## config.mk

```make
export PLATFORM = sky130hd
export DESIGN_NAME = period_capture_tachometer_unit
export DESIGN_NICKNAME = d
export VERILOG_FILES = /design/src/rtl/ptach_pkg.sv /design/src/rtl/ptach_ctrl.sv /design/src/rtl/ptach_dp.sv /design/src/rtl/period_capture_tachometer_unit.sv
export SDC_FILE = /design/constraint.sdc
export NUM_CORES = 1
export LEC_CHECK = 0
export BUFFER_PORTS_ARGS = -buffer_cell sky130_fd_sc_hd__buf_4
export CAP_MARGIN = 20
export CORE_MARGIN = 2
export CORE_UTILIZATION = 40
export DETAILED_ROUTE_END_ITERATION = 10
export HOLD_SLACK_MARGIN = 0.1
export SLEW_MARGIN = 10
export SYNTH_ARGS = -nofsm -noshare
export SYNTH_HDL_FRONTEND = slang
export SYNTH_HIERARCHICAL = 1
export SYNTH_SLANG_ARGS = --single-unit
export TNS_END_PERCENT = 50
```

## constraint.sdc

```tcl
create_clock -name clk -period 8.2 [get_ports clk]
set_input_delay 0.82 -clock clk [delete_from_list [all_inputs] [get_ports clk]]
set_output_delay 0.82 -clock clk [all_outputs]
set_load 0.05 [all_outputs]
```

## src/rtl/ptach_pkg.sv

```systemverilog
// Shared types and constants for the period capture tachometer.
`timescale 1ns / 1ps
package ptach_pkg;

	localparam int CAP_W     = 16;
	localparam int TICK_W    = 10;
	localparam int SPEED_W   = 21;
	localparam int IDLE_W    = 17;
	localparam int RATIO_W   = 8;
	localparam int TIMEOUT_W = 16;
	localparam int CFG_W     = 16;
	localparam int CNT_W     = $clog2(SPEED_W);

	localparam logic [SPEED_W-1:0]   SPEED_NUM     = SPEED_W'(1920000);
	localparam logic [IDLE_W-1:0]    IDLE_MAX      = {IDLE_W{1'b1}};
	localparam logic [RATIO_W-1:0]   RATIO_RESET   = RATIO_W'(1);
	localparam logic [TIMEOUT_W-1:0] TIMEOUT_RESET = TIMEOUT_W'(1000);
	localparam logic [CNT_W-1:0]     DIV_LAST      = CNT_W'(SPEED_W - 1);

	// register indexes
	localparam logic REG_GEAR_RATIO   = 1'b0;
	localparam logic REG_STOP_TIMEOUT = 1'b1;

	// operation codes
	localparam logic OP_CAPTURE = 1'b0;
	localparam logic OP_TICK    = 1'b1;

	typedef enum logic [1:0] {
		ST_IDLE,
		ST_MUL,
		ST_DIV,
		ST_LOAD
	} ptach_state_t;

	typedef struct packed {
		logic accept_cap;  // capture item taken: latch period
		logic accept_tick; // tick item taken: update idle timer
		logic mul;         // form denominator, arm divider
		logic div_step;    // one restoring division step
		logic div_last;    // final step: commit speed
		logic load;        // move result into output register
	} ptach_cmd_t;

endpackage

```

## src/rtl/ptach_ctrl.sv

```systemverilog
// Controller state machine for the period capture tachometer.
`timescale 1ns / 1ps
module ptach_ctrl import ptach_pkg::*; (
	input  logic       clk,
	input  logic       arst_n,
	input  logic       in_valid,
	output logic       in_stall,
	input  logic       operation,
	output logic       out_valid,
	input  logic       out_stall,
	output ptach_cmd_t cmd
);

	ptach_state_t     state_q, state_d;
	logic [CNT_W-1:0] cnt_q;
	logic             out_valid_q;
	logic             accept;
	logic             out_free;

	assign accept   = in_valid && (state_q == ST_IDLE);
	assign out_free = !out_valid_q || !out_stall;

	always_comb begin
		state_d = state_q;
		case (state_q)
			ST_IDLE: begin
				if (accept) begin
					state_d = (operation == OP_TICK) ? ST_LOAD : ST_MUL;
				end
			end
			ST_MUL:  state_d = ST_DIV;
			ST_DIV: begin
				if (cnt_q == DIV_LAST) begin
					state_d = ST_LOAD;
				end
			end
			ST_LOAD: begin
				if (out_free) begin
					state_d = ST_IDLE;
				end
			end
			default: state_d = ST_IDLE;
		endcase
	end

	always_comb begin
		cmd          = '0;
		in_stall     = 1'b1;
		case (state_q)
			ST_IDLE: begin
				in_stall        = 1'b0;
				cmd.accept_cap  = accept && (operation == OP_CAPTURE);
				cmd.accept_tick = accept && (operation == OP_TICK);
			end
			ST_MUL:  cmd.mul = 1'b1;
			ST_DIV: begin
				cmd.div_step = 1'b1;
				cmd.div_last = (cnt_q == DIV_LAST);
			end
			ST_LOAD: cmd.load = out_free;
			default: cmd = '0;
		endcase
	end

	always_ff @(posedge clk or negedge arst_n) begin
		if (!arst_n) begin
			state_q     <= ST_IDLE;
			cnt_q       <= '0;
			out_valid_q <= 1'b0;
		end else begin
			state_q <= state_d;
			if (cmd.mul) begin
				cnt_q <= '0;
			end else if (cmd.div_step) begin
				cnt_q <= cnt_q + CNT_W'(1);
			end
			if (cmd.load) begin
				out_valid_q <= 1'b1;
			end else if (!out_stall) begin
				out_valid_q <= 1'b0;
			end
		end
	end

	assign out_valid = out_valid_q;

endmodule

```

## src/rtl/ptach_dp.sv

```systemverilog
// Datapath: period, multiplier, bit-serial divider, idle timer, config and result registers.
`timescale 1ns / 1ps
module ptach_dp import ptach_pkg::*; #(
	parameter int TIMER_BITS = 16
) (
	input  logic                 clk,
	input  logic                 arst_n,
	input  ptach_cmd_t           cmd,
	input  logic [CAP_W-1:0]     capture_value,
	input  logic [TICK_W-1:0]    tick_ms,
	input  logic                 cfg_wr_en,
	input  logic                 cfg_index,
	input  logic [CFG_W-1:0]     cfg_data,
	output logic [SPEED_W-1:0]   speed_q4,
	output logic                 stopped
);

	localparam int DIFF_W = TIMER_BITS + 1;
	localparam int DEN_W  = DIFF_W + RATIO_W;

	logic [RATIO_W-1:0]    ratio_q;
	logic [TIMEOUT_W-1:0]  timeout_q;
	logic [TIMER_BITS-1:0] last_q;
	logic [IDLE_W-1:0]     idle_q;
	logic [SPEED_W-1:0]    speed_value_q;
	logic                  stop_flag_q;
	logic [DIFF_W-1:0]     diff_q;
	logic [DEN_W-1:0]      denom_q;
	logic [DEN_W-1:0]      rem_q;
	logic [SPEED_W-1:0]    dvd_q;
	logic [SPEED_W-1:0]    quo_q;
	logic [SPEED_W-1:0]    speed_q;
	logic                  stopped_q;

	logic [TIMER_BITS+CAP_W-1:0] cap_wide;
	logic [TIMER_BITS-1:0]       now;
	logic [TIMER_BITS-1:0]       diff_mod;
	logic [DIFF_W-1:0]           diff;
	logic [RATIO_W-1:0]          ratio_eff;
	logic [DEN_W-1:0]            product;
	logic [DEN_W:0]              trial;
	logic                        ge;
	logic [DEN_W:0]              trial_sub;
	logic [DEN_W-1:0]            rem_next;
	logic [SPEED_W-1:0]          quo_next;
	logic [IDLE_W:0]             idle_sum;
	logic [IDLE_W-1:0]           idle_sat;
	logic                        hit;

	// period: modular difference, zero meaning one full timer wrap
	assign cap_wide  = {{TIMER_BITS{1'b0}}, capture_value};
	assign now       = cap_wide[TIMER_BITS-1:0];
	assign diff_mod  = now - last_q;
	assign diff      = (diff_mod == '0) ? {1'b1, {TIMER_BITS{1'b0}}} : {1'b0, diff_mod};

	assign ratio_eff = (ratio_q == '0) ? RATIO_W'(1) : ratio_q;
	assign product   = DEN_W'(diff_q) * DEN_W'(ratio_eff);

	// restoring division, one quotient bit per cycle
	assign trial     = {rem_q, dvd_q[SPEED_W-1]};
	assign ge        = trial >= {1'b0, denom_q};
	assign trial_sub = trial - {1'b0, denom_q};
	assign rem_next  = ge ? trial_sub[DEN_W-1:0] : trial[DEN_W-1:0];
	assign quo_next  = {quo_q[SPEED_W-2:0], ge};

	assign idle_sum  = {1'b0, idle_q} + (IDLE_W+1)'(tick_ms);
	assign idle_sat  = (idle_sum > {1'b0, IDLE_MAX}) ? IDLE_MAX : idle_sum[IDLE_W-1:0];
	assign hit       = idle_sat >= IDLE_W'(timeout_q);

	always_ff @(posedge clk or negedge arst_n) begin
		if (!arst_n) begin
			ratio_q       <= RATIO_RESET;
			timeout_q     <= TIMEOUT_RESET;
			last_q        <= '0;
			idle_q        <= '0;
			speed_value_q <= '0;
		end else begin
			if (cfg_wr_en) begin
				if (cfg_index == REG_GEAR_RATIO) begin
					ratio_q <= cfg_data[RATIO_W-1:0];
				end else begin
					timeout_q <= cfg_data[TIMEOUT_W-1:0];
				end
			end
			if (cmd.accept_cap) begin
				last_q <= now;
			end
			if (cmd.accept_tick) begin
				if (hit) begin
					idle_q        <= '0;
					speed_value_q <= '0;
				end else begin
					idle_q <= idle_sat;
				end
			end
			if (cmd.div_last) begin
				speed_value_q <= quo_next;
				idle_q        <= '0;
			end
		end
	end

	always_ff @(posedge clk) begin
		if (cmd.accept_cap) begin
			diff_q      <= diff;
			stop_flag_q <= 1'b0;
		end
		if (cmd.accept_tick) begin
			stop_flag_q <= hit;
		end
		if (cmd.mul) begin
			denom_q <= product;
			rem_q   <= '0;
			dvd_q   <= SPEED_NUM;
			quo_q   <= '0;
		end else if (cmd.div_step) begin
			rem_q <= rem_next;
			dvd_q <= {dvd_q[SPEED_W-2:0], 1'b0};
			quo_q <= quo_next;
		end
		if (cmd.load) begin
			speed_q   <= speed_value_q;
			stopped_q <= stop_flag_q;
		end
	end

	assign speed_q4 = speed_q;
	assign stopped  = stopped_q;

endmodule

```

## src/rtl/period_capture_tachometer_unit.sv

```systemverilog
// Top level of the period capture tachometer.
`timescale 1ns / 1ps
// Input-capture tachometer. A capture item (operation 0) takes the timer count,
// forms the period modulo 2^TIMER_BITS (equal counts mean a full wrap),
// multiplies by the gear ratio register and divides 1920000 by it to give speed
// in 1/16 rpm; it clears the idle timer. A tick item (operation 1) adds tick_ms
// to the idle timer and, on reaching stop_timeout_ms, zeroes speed and raises stopped.
// Every item yields one result. A capture item latches the period, forms the product in
// the multiply state, runs the bit-serial restoring divider (one quotient bit per cycle)
// and loads the output register; a tick item goes from the accept straight to the load.
// A finished result waits in the output register, and the block accepts the next item
// as soon as that register is loaded. The user must make configuration writes only
// while no item is in flight; the block itself does not enforce this.
module period_capture_tachometer_unit import ptach_pkg::*; #(
	parameter int TIMER_BITS = 16
) (
	input  logic                 clk,
	input  logic                 arst_n,
	input  logic                 in_valid,
	output logic                 in_stall,
	input  logic                 operation,
	input  logic [CAP_W-1:0]     capture_value,
	input  logic [TICK_W-1:0]    tick_ms,
	output logic                 out_valid,
	input  logic                 out_stall,
	output logic [SPEED_W-1:0]   speed_q4,
	output logic                 stopped,
	input  logic                 cfg_wr_en,
	input  logic                 cfg_index,
	input  logic [CFG_W-1:0]     cfg_data
);

	ptach_cmd_t cmd;

	ptach_ctrl u_ctrl (
		.clk       (clk),
		.arst_n    (arst_n),
		.in_valid  (in_valid),
		.in_stall  (in_stall),
		.operation (operation),
		.out_valid (out_valid),
		.out_stall (out_stall),
		.cmd       (cmd)
	);

	ptach_dp #(
		.TIMER_BITS (TIMER_BITS)
	) u_dp (
		.clk           (clk),
		.arst_n        (arst_n),
		.cmd           (cmd),
		.capture_value (capture_value),
		.tick_ms       (tick_ms),
		.cfg_wr_en     (cfg_wr_en),
		.cfg_index     (cfg_index),
		.cfg_data      (cfg_data),
		.speed_q4      (speed_q4),
		.stopped       (stopped)
	);

	// once an item is taken the block is busy the next cycle
	a_busy_after_accept: assert property (@(posedge clk) disable iff (!arst_n)
		(in_valid && !in_stall) |=> in_stall)
		else $error("input not stalled after an item was taken");

	a_stop_zero: assert property (@(posedge clk) disable iff (!arst_n)
		(out_valid && stopped) |-> (speed_q4 == '0))
		else $error("stopped result with nonzero speed");

	a_speed_range: assert property (@(posedge clk) disable iff (!arst_n)
		out_valid |-> (speed_q4 <= SPEED_NUM))
		else $error("speed beyond full scale");

	// a result is loaded only on the way back to idle
	a_load_then_idle: assert property (@(posedge clk) disable iff (!arst_n)
		cmd.load |=> !in_stall)
		else $error("output loaded without returning to idle");

endmodule

```

# Word level (Yosys, flattened, before mapping)
# Index checks and enable logic that the tools add are counted.
[totals]
ff_bits = 207
latchBits = 0
mem_bits_rw = 0
mem_bits_ro = 0
in_bits = 49
out_inout_bits = 24
n_memories = 0
[classes]
addsub = 4
n_mul = 1
n_div = 0
n_lt_le_gt_ge = 3
eq_ne = 8
shifts = 0
n_mux = 26
bitwise = 2
n_reduce_logical = 17
[ops]
columns = ["operator", "n"]
rows = [
  ["2-to-1 mux 17 bit", 5],
  ["2-to-1 mux 21 bit", 3],
  [">= comparator 26 x 25 -> 1 bit", 1],
  ["multiplier 17 x 8 -> 25 bit", 1],
  ["2-to-1 mux 25 bit", 1],
  ["subtractor 25 bit", 1],
  ["adder 17 x 10 -> 18 bit", 1],
  ["> comparator 18 x 17 -> 1 bit (second input constant)", 1],
  [">= comparator 17 x 16 -> 1 bit", 1],
  ["zero test 16 bit", 1],
  ["subtractor 16 bit", 1],
  ["2-to-1 mux 2 bit", 6],
  ["2-to-1 mux 5 bit", 2],
  ["zero test 8 bit", 1],
  ["2-to-1 mux 8 bit", 1],
  ["inequality test 2 x 1 -> 1 bit (second input constant)", 4],
  ["case mux 2 bit (4 select lines)", 1],
  ["nonzero test 2 bit", 4],
  ["2-to-1 mux 1 bit", 7],
  ["AND reduction 2 bit", 3],
  ["adder 5 x 1 -> 5 bit (second input constant)", 1],
  ["equality test 5 bit (second input constant)", 1],
  ["equality test 2 bit (second input constant)", 2],
  ["logical AND 1 bit", 3],
  ["6 further kinds", 8],
]

# Longest topological paths before layout
# Gate-level depths: netlist (run 1).
[logic_depth]
word_depth = 7
mapped_depth = 20

# Cells and area by module
# The synthesis (run 1) kept the hierarchy.
[by_module_without_submodules]
columns = ["mod", "n_inst", "cells_each", "area_each_um2"]
rows = [
  ["ptach_dp", 1, 1441, 14231.1],
  ["ptach_ctrl", 1, 49, 500.5],
]

# Least setup slack after synthesis (run 1)
# No wires, ideal clock.
[synth_path]
path_type = "reg2reg"
start = "register u_dp.ratio_q[7]"
end = "register u_dp.denom_q[21] (data pin)"
setup_ns = 0.258
arrival_ns = 4.823
slack_ns = 3.119
stages_incl_launch_ff = 18
synth_period_minus_slack_ns = 5.081
cell_sequence = "dfrtp_1 > clkbuf_1 > buf_1 > nand2_1 > fa_1 > inv_1 > fa_1 > fa_1 > fa_1 > ha_1 > and2_1 > a221oi_1 > o21ai_0 > o31ai_1 > a21oi_1 > a21o_1 > a21oi_1 > xnor2_1"
[synth_between]
elab_chain_cells = 3
[synth_rtl]
columns = ["element", "line_no", "text"]
rows = [
  ["from (decl)", "ptach_dp.sv:21", "logic [RATIO_W-1:0] ratio_q;"],
  ["from (signal assigned)", "ptach_dp.sv:80", "ratio_q <= cfg_data[RATIO_W-1:0];"],
  ["zero test 8 bit", "ptach_dp.sv:56", "assign ratio_eff = (ratio_q == '0) ? RATIO_W'(1) : ratio_q;"],
  ["2-to-1 mux 8 bit *", "ptach_dp.sv:56", ""],
  ["multiplier 17 x 8 -> 25 bit *", "ptach_dp.sv:57", "assign product = DEN_W'(diff_q) * DEN_W'(ratio_eff);"],
  ["net u_dp.product[21]", "ptach_dp.sv:40", "logic [DEN_W-1:0] product;"],
  ["to (signal assigned)", "ptach_dp.sv:112", "denom_q <= product;"],
  ["to (decl)", "ptach_dp.sv:28", "logic [DEN_W-1:0] denom_q;"],
]
# The timed path passes the listed nets; every way through them passes the cells marked *.
# A chain may end at the register's enable or synchronous reset.

# Final worst setup path (run 1)
[layout_path]
start = "register u_dp.ratio_q[6]"
end = "register u_dp.denom_q[21] (data pin)"
# The elaborated chain is that of the path after synthesis.

==> results of run 1 <==
worst max-delay path by stage:
| stage | end | slack (ns) | cells past startpoint |
|---|---|---|---|
| 6_report | u_dp/denom_q[21] | 2.67 | 18 |
| 5_1_grt | u_dp/denom_q[21] | 2.27 | 16 |
| 4_1_cts | u_dp/denom_q[21] | 2.74 | 18 |
| 3_5_place_dp | u_dp/denom_q[21] | 2.74 | 16 |
| 3_3_place_gp | u_dp/denom_q[21] | 2.55 | 15 |
| 2_1_floorplan | u_dp/denom_q[21] | 3.12 | 17 |
stage by stage:
| step | utilization [%] | worst slack [ns] | hold slack, ns | instances |
|---|---|---|---|---|
| 4_1_cts | 45.5 | 2.74 | 0.194 | 2035 |
| 6_report | 45.5 | 2.67 | 0.191 | 2035 |
| 5_1_grt | 45.5 | 2.27 | 0.205 | 2035 |
| 3_3_place_gp | 43.2 | 2.55 | 0.435 | 1988 |
| 2_1_floorplan | - | 3.12 | 0.400 | 1490 |
| 3_5_place_dp | 43.2 | 2.74 | 0.432 | 1989 |
state kept, by name, summed over array words and instances (netlist names):
register,count
u_dp/stop_flag_q,1
u_ctrl/cnt_q,5
u_dp/ratio_q,8
u_dp/rem_q,25
u_dp/dvd_q,11
u_dp/quo_q,20
u_ctrl/state_q,2
u_dp/timeout_q,16
u_dp/idle_q,17
u_dp/speed_q4,21
u_dp/denom_q,25
u_ctrl/out_valid,1
u_dp/stopped,1
u_dp/speed_value_q,21
u_dp/diff_q,17
u_dp/last_q,16
area by class of cell:
class                   count  area share, %
clock buffers              40           4.73
multi-input cells        1070           52.6
well taps                 468           3.53
inverters                 164           3.71
flip-flops and latches    207           31.5
repair buffers             80           3.62
clock inverters             6          0.317
kinds of logic (layout without fill, tap and decap cells):
family                   Yosys count  in the layout  share of synthesized area, %
AO/OA/AOI/OAI                    264            264                          12.4
XOR/XNOR                          56             56                          3.33
adder cells (fa/ha/maj)          210            210                          22.6
buffers and inverters            213            290                          5.46
flip-flops                       207            207                          35.5
multiplexers                      81             81                          5.74
AND/OR/NAND/NOR                  459            459                          15.0
cells in the final DEF, fill, tap and decap left out, types with 12 or more instances in the layout:
master                      count
sky130_fd_sc_hd__a21oi_1       60
sky130_fd_sc_hd__a22o_1        15
sky130_fd_sc_hd__nand3_1       20
sky130_fd_sc_hd__a311oi_1      17
sky130_fd_sc_hd__xnor2_1       41
sky130_fd_sc_hd__mux2i_1       53
sky130_fd_sc_hd__edfxtp_1      65
sky130_fd_sc_hd__buf_4         80
sky130_fd_sc_hd__xor2_1        15
sky130_fd_sc_hd__nor2_1       107
sky130_fd_sc_hd__o21ai_0       47
sky130_fd_sc_hd__nor3_1        22
sky130_fd_sc_hd__a21o_1        20
sky130_fd_sc_hd__ha_1         115
sky130_fd_sc_hd__mux2_2        28
sky130_fd_sc_hd__dfxtp_1       56
sky130_fd_sc_hd__nand2_1      153
sky130_fd_sc_hd__a211oi_1      12
sky130_fd_sc_hd__nor2b_1       27
sky130_fd_sc_hd__and2_1        63
sky130_fd_sc_hd__dfrtp_1       79
sky130_fd_sc_hd__fa_1          93
sky130_fd_sc_hd__inv_1        164
sky130_fd_sc_hd__clkbuf_16     27
critical path, stage by stage, from the launching register on:
cell	delay, ns
sky130_fd_sc_hd__dfrtp_1	0.72
sky130_fd_sc_hd__nor4_1	0.13
sky130_fd_sc_hd__a21oi_1	0.59
sky130_fd_sc_hd__buf_4	0.28
sky130_fd_sc_hd__nor2b_1	0.07
sky130_fd_sc_hd__fa_1	0.45
sky130_fd_sc_hd__ha_1	0.30
sky130_fd_sc_hd__inv_1	0.05
sky130_fd_sc_hd__fa_1	0.52
sky130_fd_sc_hd__inv_1	0.04
sky130_fd_sc_hd__ha_1	0.33
sky130_fd_sc_hd__nor2b_1	0.18
sky130_fd_sc_hd__o31ai_1	0.38
sky130_fd_sc_hd__a211oi_1	0.18
sky130_fd_sc_hd__o31ai_1	0.37
sky130_fd_sc_hd__a21oi_1	0.19
sky130_fd_sc_hd__a21o_1	0.21
sky130_fd_sc_hd__a21oi_1	0.21
sky130_fd_sc_hd__xnor2_1	0.09
metal layers:
layer  part of all wire (%)  wire, um
met1                     48     14700
met5                      0         0
met2                     47     14400
met3                    3.4      1030
met4                    2.0       606
==> impl.org, run 1 <==
** Status
- The run finished with clean final reports.

** Final layout
- Fraction of final layout cells sized beyond drive strength 1 :: approximately 11%
- Compared with the post-synthesis result, the final layout area differs by 12.6%.
- Count of inserted antenna diode cells :: 0
- Number of nets in the layout :: between 1,500 and 2,000
- Summing all multi-input logic gate instances after layout gives 8720 sq um.
- The filler cells instantiated in the layout total 3,458.
- Summing all non-filler instances in the final layout gives an area of roughly 17,000 sq um.
- Registers take ~5200 sq um.

** Synthesis
- After synthesis, the share of flip-flops with an asynchronous set or reset is approximately two fifths.
- Post-synthesis instance area :: around 15,000 sq um
- Area fraction of the dominant cell type after synthesis :: 13.4%
- The number of nets handed over by synthesis was about 1,700.
- In this run, synthesis inferred 65 flip-flops with an integrated enable.
- Counting flops and latches in the post-synthesis netlist gives between 200 and 250.
- Ys Warns :: 6
- After technology mapping, the gate count stands at ~1,500.
- Distinct cell type count after synthesis :: 75
- In this run the mean area of a mapped cell was 9.89 sq um.
- Most common cell in the synthesized netlist :: sky130_fd_sc_hd__inv_1
- Ranked by total cell area, the synthesized netlist is headed by sky130_fd_sc_hd__dfrtp_1 (13%), sky130_fd_sc_hd__edfxtp_1 (13%), sky130_fd_sc_hd__fa_1 (13%), sky130_fd_sc_hd__ha_1 (9.9%), sky130_fd_sc_hd__dfxtp_1 (7.6%).
- The most used flip-flop cell after synthesis is sky130_fd_sc_hd__dfrtp_1.
- The share of the Yosys chip area taken by registers is a little over a third.
- The largest total area in the synthesized netlist belongs to sky130_fd_sc_hd__dfrtp_1.
- Leading cell types by count after synthesis :: sky130_fd_sc_hd__inv_1 (164), sky130_fd_sc_hd__nand2_1 (153), sky130_fd_sc_hd__ha_1 (117)

** Placement
- Global placement routability congestion :: 0.851
- Detailed placer's ending HPWL :: 22,900 um
- Input and output buffers added on the ports amount to 72.
- After detailed placement, the total cell area comes to 15,800 sq um.

** Global route
- In the global route stage, met1 resource usage came out at 22.3%.
- Entering global routing, the biggest net connects 69 pins.
- Met3 track demand over resource :: just over 2%
- Global-route wire length before repair :: 52,700 um
- Global routing finished with a remaining overflow of 0.
- Vias in the first global route :: between 10,000 and 15,000
- The layer flagged by global routing as most heavily used is met2.
- Met2 usage :: between 20 and 30%
- Tot GR Track Use :: about 17%
- The number of antenna violations at the first check in global routing was 0.

** STA
- Relative slew slack :: 29.0%
- The hold violation count in the final report was 0.
- Across the routed clock network, the largest skew measured is between 0.02 and 0.025 ns.
- Number of max-slew violations in the final report :: 0
- Setup repair after global routing left no endpoint under its margin.
- Worst-Margin Slew :: about 1.1 ns
- The clock period could shrink to around 5.5 ns.
- For the final routed database, the setup TNS stands at 0 ns.
- Timing would allow up to ~0.18 GHz.
- Final setup violating endpoints :: 0
- In the finished design, the share of the clock period the worst path needs comes to between 60% and 70%.

** Floorplan
- For this configuration, the core starts out at a cell density of between 40% and 50%.
- From bottom edge to top edge, the die measures slightly below 200 um.
- Width of the chip :: ~200 um
- Die Footprint :: 38,400 sq um
- For this design the top-level I/O count stands at 73.
- The total area inside the core boundary comes to roughly 36,000 sq um.
- Number of standard-cell rows in the floorplan :: 70

** Flow run
- # Max-Cap Violations :: 0

** Critical path
- The worst register-to-register path ends at u_dp/denom_q[21].
- The most critical setup path has its startpoint at u_dp/ratio_q[6].
- The worst setup path is launched from a flop.
- Data required, critical path :: 8.49 ns
- Category of the worst setup path capture point :: flop
- The worst register-to-register path begins at u_dp/ratio_q[6].
- Critical path peak fanout :: 19
- For flop-to-flop paths, the worst setup slack is about 2.7 ns.
- Worst-case reg-to-reg path depth :: 18
- Type of the worst setup path :: reg2reg
- Data on the critical path arrives at its endpoint at around 5.8 ns.

** Routing
- Dividing the detail-routed wire length by the instance count gives about 15 um.
- Via density per instance :: about 5.2
- The pre-antenna-repair detailed-routing pass consisted of 5 iterations.
- The detailed router finished its first iteration with 620 violations.
- For this block, the routed nets add up to a little over 30,000 um of wire.
- Post-route DRC :: 0
- The routed layout has between 10,000 and 15,000 vias.
- Once detail routing completed, the nets flagged for antenna violations numbered 0.

** CTS
- TritonCTS clock tree :: done
- The clock reaches the later pin of the worst-skew pair after between 0.5 and 0.6 ns.
- CTS placed an instance of sky130_fd_sc_hd__clkbuf_16 at the clock tree root.
- Hold-fix buffers, CTS :: 0
- CTS resizes :: 0
- Clock slew seen by the registers of the worst setup and hold paths :: 0.06 ns
- CTS H-Tree Depth :: 1
- The number of clock buffers added by TritonCTS is 25.
- After clock tree synthesis, the setup repair step added 0 buffers.
- For this design, the sink count on the clock tree is approximately 210.
- Counting along the longest clock path gives a buffer depth of 3.

** Min path
- Worst Hold Class :: in2async
Power of run 1 is left out: the tool's default activity adds up to more than one toggle a clock period on the data nets, which glitch-free logic cannot reach.
==> run 2, diff against run 1 <==
clock period = 5.3 ns   (was 8.2 ns; I/O delays follow)
==> run 2 against run 1 <==
Die area unchanged. Hold slack improved by 0.035 ns. Critical path depth fell by 4. Wire length is 1.5% higher.
==> impl.org, run 2 (same netlist as run 1, synthesis figures left out) <==
** Final layout
- Non-filler cells, final :: 2,049 (+0.69%)
- Number of nets in the layout :: 1,821 (+0.77%)
- Commonest non-fill, non-tap cell in the layout :: sky130_fd_sc_hd__inv_1
- Area used by multi-input combinational logic :: 8720 sq um (about the same)
- Top flop regs :: u_dp/denom_q: 25 flops, u_dp/rem_q: 25 flops
- Final cell utilization of the core :: 45.7% (+0.14 points)
- The library cells used most frequently in the layout, excluding fill and tap cells, are sky130_fd_sc_hd__inv_1 (164), sky130_fd_sc_hd__nand2_1 (153), sky130_fd_sc_hd__ha_1 (115), sky130_fd_sc_hd__nor2_1 (107).
- Register Area :: 5230 sq um (unchanged)
- The number of antenna repair diodes was 0 (unchanged).
- The layout cell share with drive strength beyond 1 was 12.1% (+0.72 points).
- Signed area change from the synthesized netlist to the final layout :: 13.0%
- The fill cell instance count of the final layout came to 3,370 (-2.5%).

** Global route
- Number of antenna violations at the first check in global routing :: 0 (unchanged)
- The global router's overall resource usage is 16.5% (-0.058 points).
- The largest net degree at the start of global routing was 68 (-1.4%).
- Vias in the first global route :: 10,600 (-1.5%)
- Global-route wire length before repair :: 52,600 um (-0.29%)
- The global route total overflow was 0 (unchanged).

** STA
- The final setup violation count came to 0 (unchanged).
- Least setup slack across all paths after layout :: 0.321 ns (-2.35 ns)
- The top achievable clock speed came to 0.201 GHz (+11%).
- The slew at the pin closest to its max-slew limit is 1.09 ns (+0.0218 ns).
- The hold violation count in the final report came to 0 (unchanged).
- Final clock skew :: 0.0222 ns (-0.00202 ns)
- The portion of the clock cycle consumed by the worst path in the final layout was 93.9% (+26 points).
- The post-route minimum period came to 4.98 ns (-0.554 ns).
- The setup TNS is 0 ns (unchanged).
- Setup repair after global routing missed its margin :: false
- The number of slew-limit violations in the final report came to 0 (unchanged).
- The remaining max-slew budget at the tightest pin came to 27.4% (-1.6 points).

** Routing
- WL per Instance :: 15.2 um (+0.76%)
- The total vias in the final route came to 10,600 (-0.038%).
- Total wirelength of the detailed-routed design :: 31,200 um (+1.5%)
- The detailed-route vias per instance came to 5.15 (-0.72%).
- Number of nets with antenna violations after detailed routing :: 0 (unchanged)
- The DRC violations left was 0 (unchanged).
- The initial DRC count was 580 (-6.5%).
- Number of optimization iterations in the first detailed-route pass :: 5 (unchanged)

** Floorplan
- Number of standard-cell rows in the floorplan :: 70 (unchanged)
- The starting density of the core came to 40.4% (unchanged).
- Number of ports placed on the die boundary :: 73 (unchanged)
- The vertical die dimension is 196 um (unchanged).
- The x dimension of the die came to 196 um (unchanged).
- Die Footprint :: 38,400 sq um (unchanged)
- Area of the core :: 36,400 sq um (unchanged)

** Critical path
- The critical path arrival came to 5.26 ns (-0.57 ns).
- Critical path peak fanout :: 12 (-7)
- The worst setup path is captured at a flop.
- Type of the worst setup path :: reg2reg
- Data required, critical path :: 5.58 ns (-2.91 ns)
- Nature of the critical path startpoint :: flop

** CTS
- CTS root buffer :: sky130_fd_sc_hd__clkbuf_16
- The total clock buffers created by CTS came to 25 (unchanged).
- The CTS H-tree depth came to 1 (unchanged).
- Clock buffer depth :: 3 (unchanged)
- Number of setup buffers added after CTS :: 0 (unchanged)
- TritonCTS built the clock tree.
- Insertion delay to the later sink of the worst-skew pair :: 0.53 ns (-0.02 ns)
- Clock slew seen by the registers of the worst setup and hold paths :: 0.07 ns (about the same)
- Number of clock sinks seen by CTS :: 207 (unchanged)

** Placement
- Worst slack at placement :: 0.224 ns (-2.51 ns)
- Detailed placer's ending HPWL :: 23,000 um (+0.45%)
- The global placement routability congestion is 0.856 (+0.65%).
- The count of input and output buffers is 72 (unchanged).
- Placed insts :: 2,002 (+0.65%)

** Status
- The flow ran to the end, and the final reports show no timing, DRC or antenna violations.

** Min path
- The worst hold path belongs to the class in2reg.

** Flow run
- The reported max-cap violation count is 0 (unchanged).
## run 2: cell count changes in the layout (fill, tap and decap cells not counted), sizes merged
cell,delta
bufinv,+1
clkinvlp,+2
buf,+13
dlygate4sd3,+1
clkinv,+6
clkbuf,-8
inv,-1
## run 2: layout make-up
cell class / instances / share of cell area [%]
sequential: 207 / 31.4
multi-input combinational: 1070 / 52.4
clock inverter: 14 / 0.677
tap: 468 / 3.52
timing repair buffer: 94 / 4.26
clock buffer: 32 / 3.98
inverter: 164 / 3.70
## run 2: final timing paths
path                                        from                    end  slack, ns  cells after the start
max in group asynchronous                 arst_n        u_dp/last_q[14]       3.66                      3
worst min register to register  u_dp/stop_flag_q           u_dp/stopped       0.44                      0
worst max-delay path             u_dp/ratio_q[4]       u_dp/denom_q[21]       0.32                     14
worst min-delay path                   out_stall       u_ctrl/out_valid       0.23                      2
min in group asynchronous                 arst_n  u_dp/speed_value_q[0]       0.46                      2
worst max register to register   u_dp/ratio_q[4]       u_dp/denom_q[21]       0.32                     14
## run 2: worst max-delay path: stages, from the launching register on
cell and delay (ns):
sky130_fd_sc_hd__dfrtp_1 0.51, sky130_fd_sc_hd__and2_1 0.25, sky130_fd_sc_hd__fa_1 0.56, sky130_fd_sc_hd__fa_1 0.46, sky130_fd_sc_hd__fa_1 0.53, sky130_fd_sc_hd__fa_1 0.50, sky130_fd_sc_hd__ha_1 0.36, sky130_fd_sc_hd__and2_1 0.17
sky130_fd_sc_hd__a221oi_1 0.31, sky130_fd_sc_hd__o21ai_0 0.22, sky130_fd_sc_hd__o31ai_2 0.26, sky130_fd_sc_hd__a21oi_1 0.15, sky130_fd_sc_hd__a21o_1 0.20, sky130_fd_sc_hd__a21oi_1 0.17, sky130_fd_sc_hd__xnor2_1 0.09
## run 2: per-stage QoR
| stage | area (sq um) | hold slack (ns) |
|---|---|---|
| final | 16600 | 0.226 |
| after detailed placement | 15900 | 0.431 |
| after global placement | 15900 | 0.435 |
| after CTS | 16600 | 0.193 |
| after floorplan | 14700 | 0.234 |
| after global routing | 16600 | 0.206 |
## run 2: per-layer routing
| metal | vias up | part of all wire (%) | GRT usage [%] |
|---|---|---|---|
| met5 | - | 0 | 0 |
| met2 | 166 | 45 | 27.0 |
| li1 | 5269 | - | - |
| met1 | 5071 | 48 | 22.6 |
| met4 | 0 | 3.1 | 5.30 |
| met3 | 51 | 3.4 | 2.27 |
## run 2: timing repair
item,in CTS,in global routing
resized for setup,0,1
endpoints found under the setup margin,0,2
hold endpoints to repair,21,0
hold buffers,1,0
Power of run 2 is left out for the same reason.
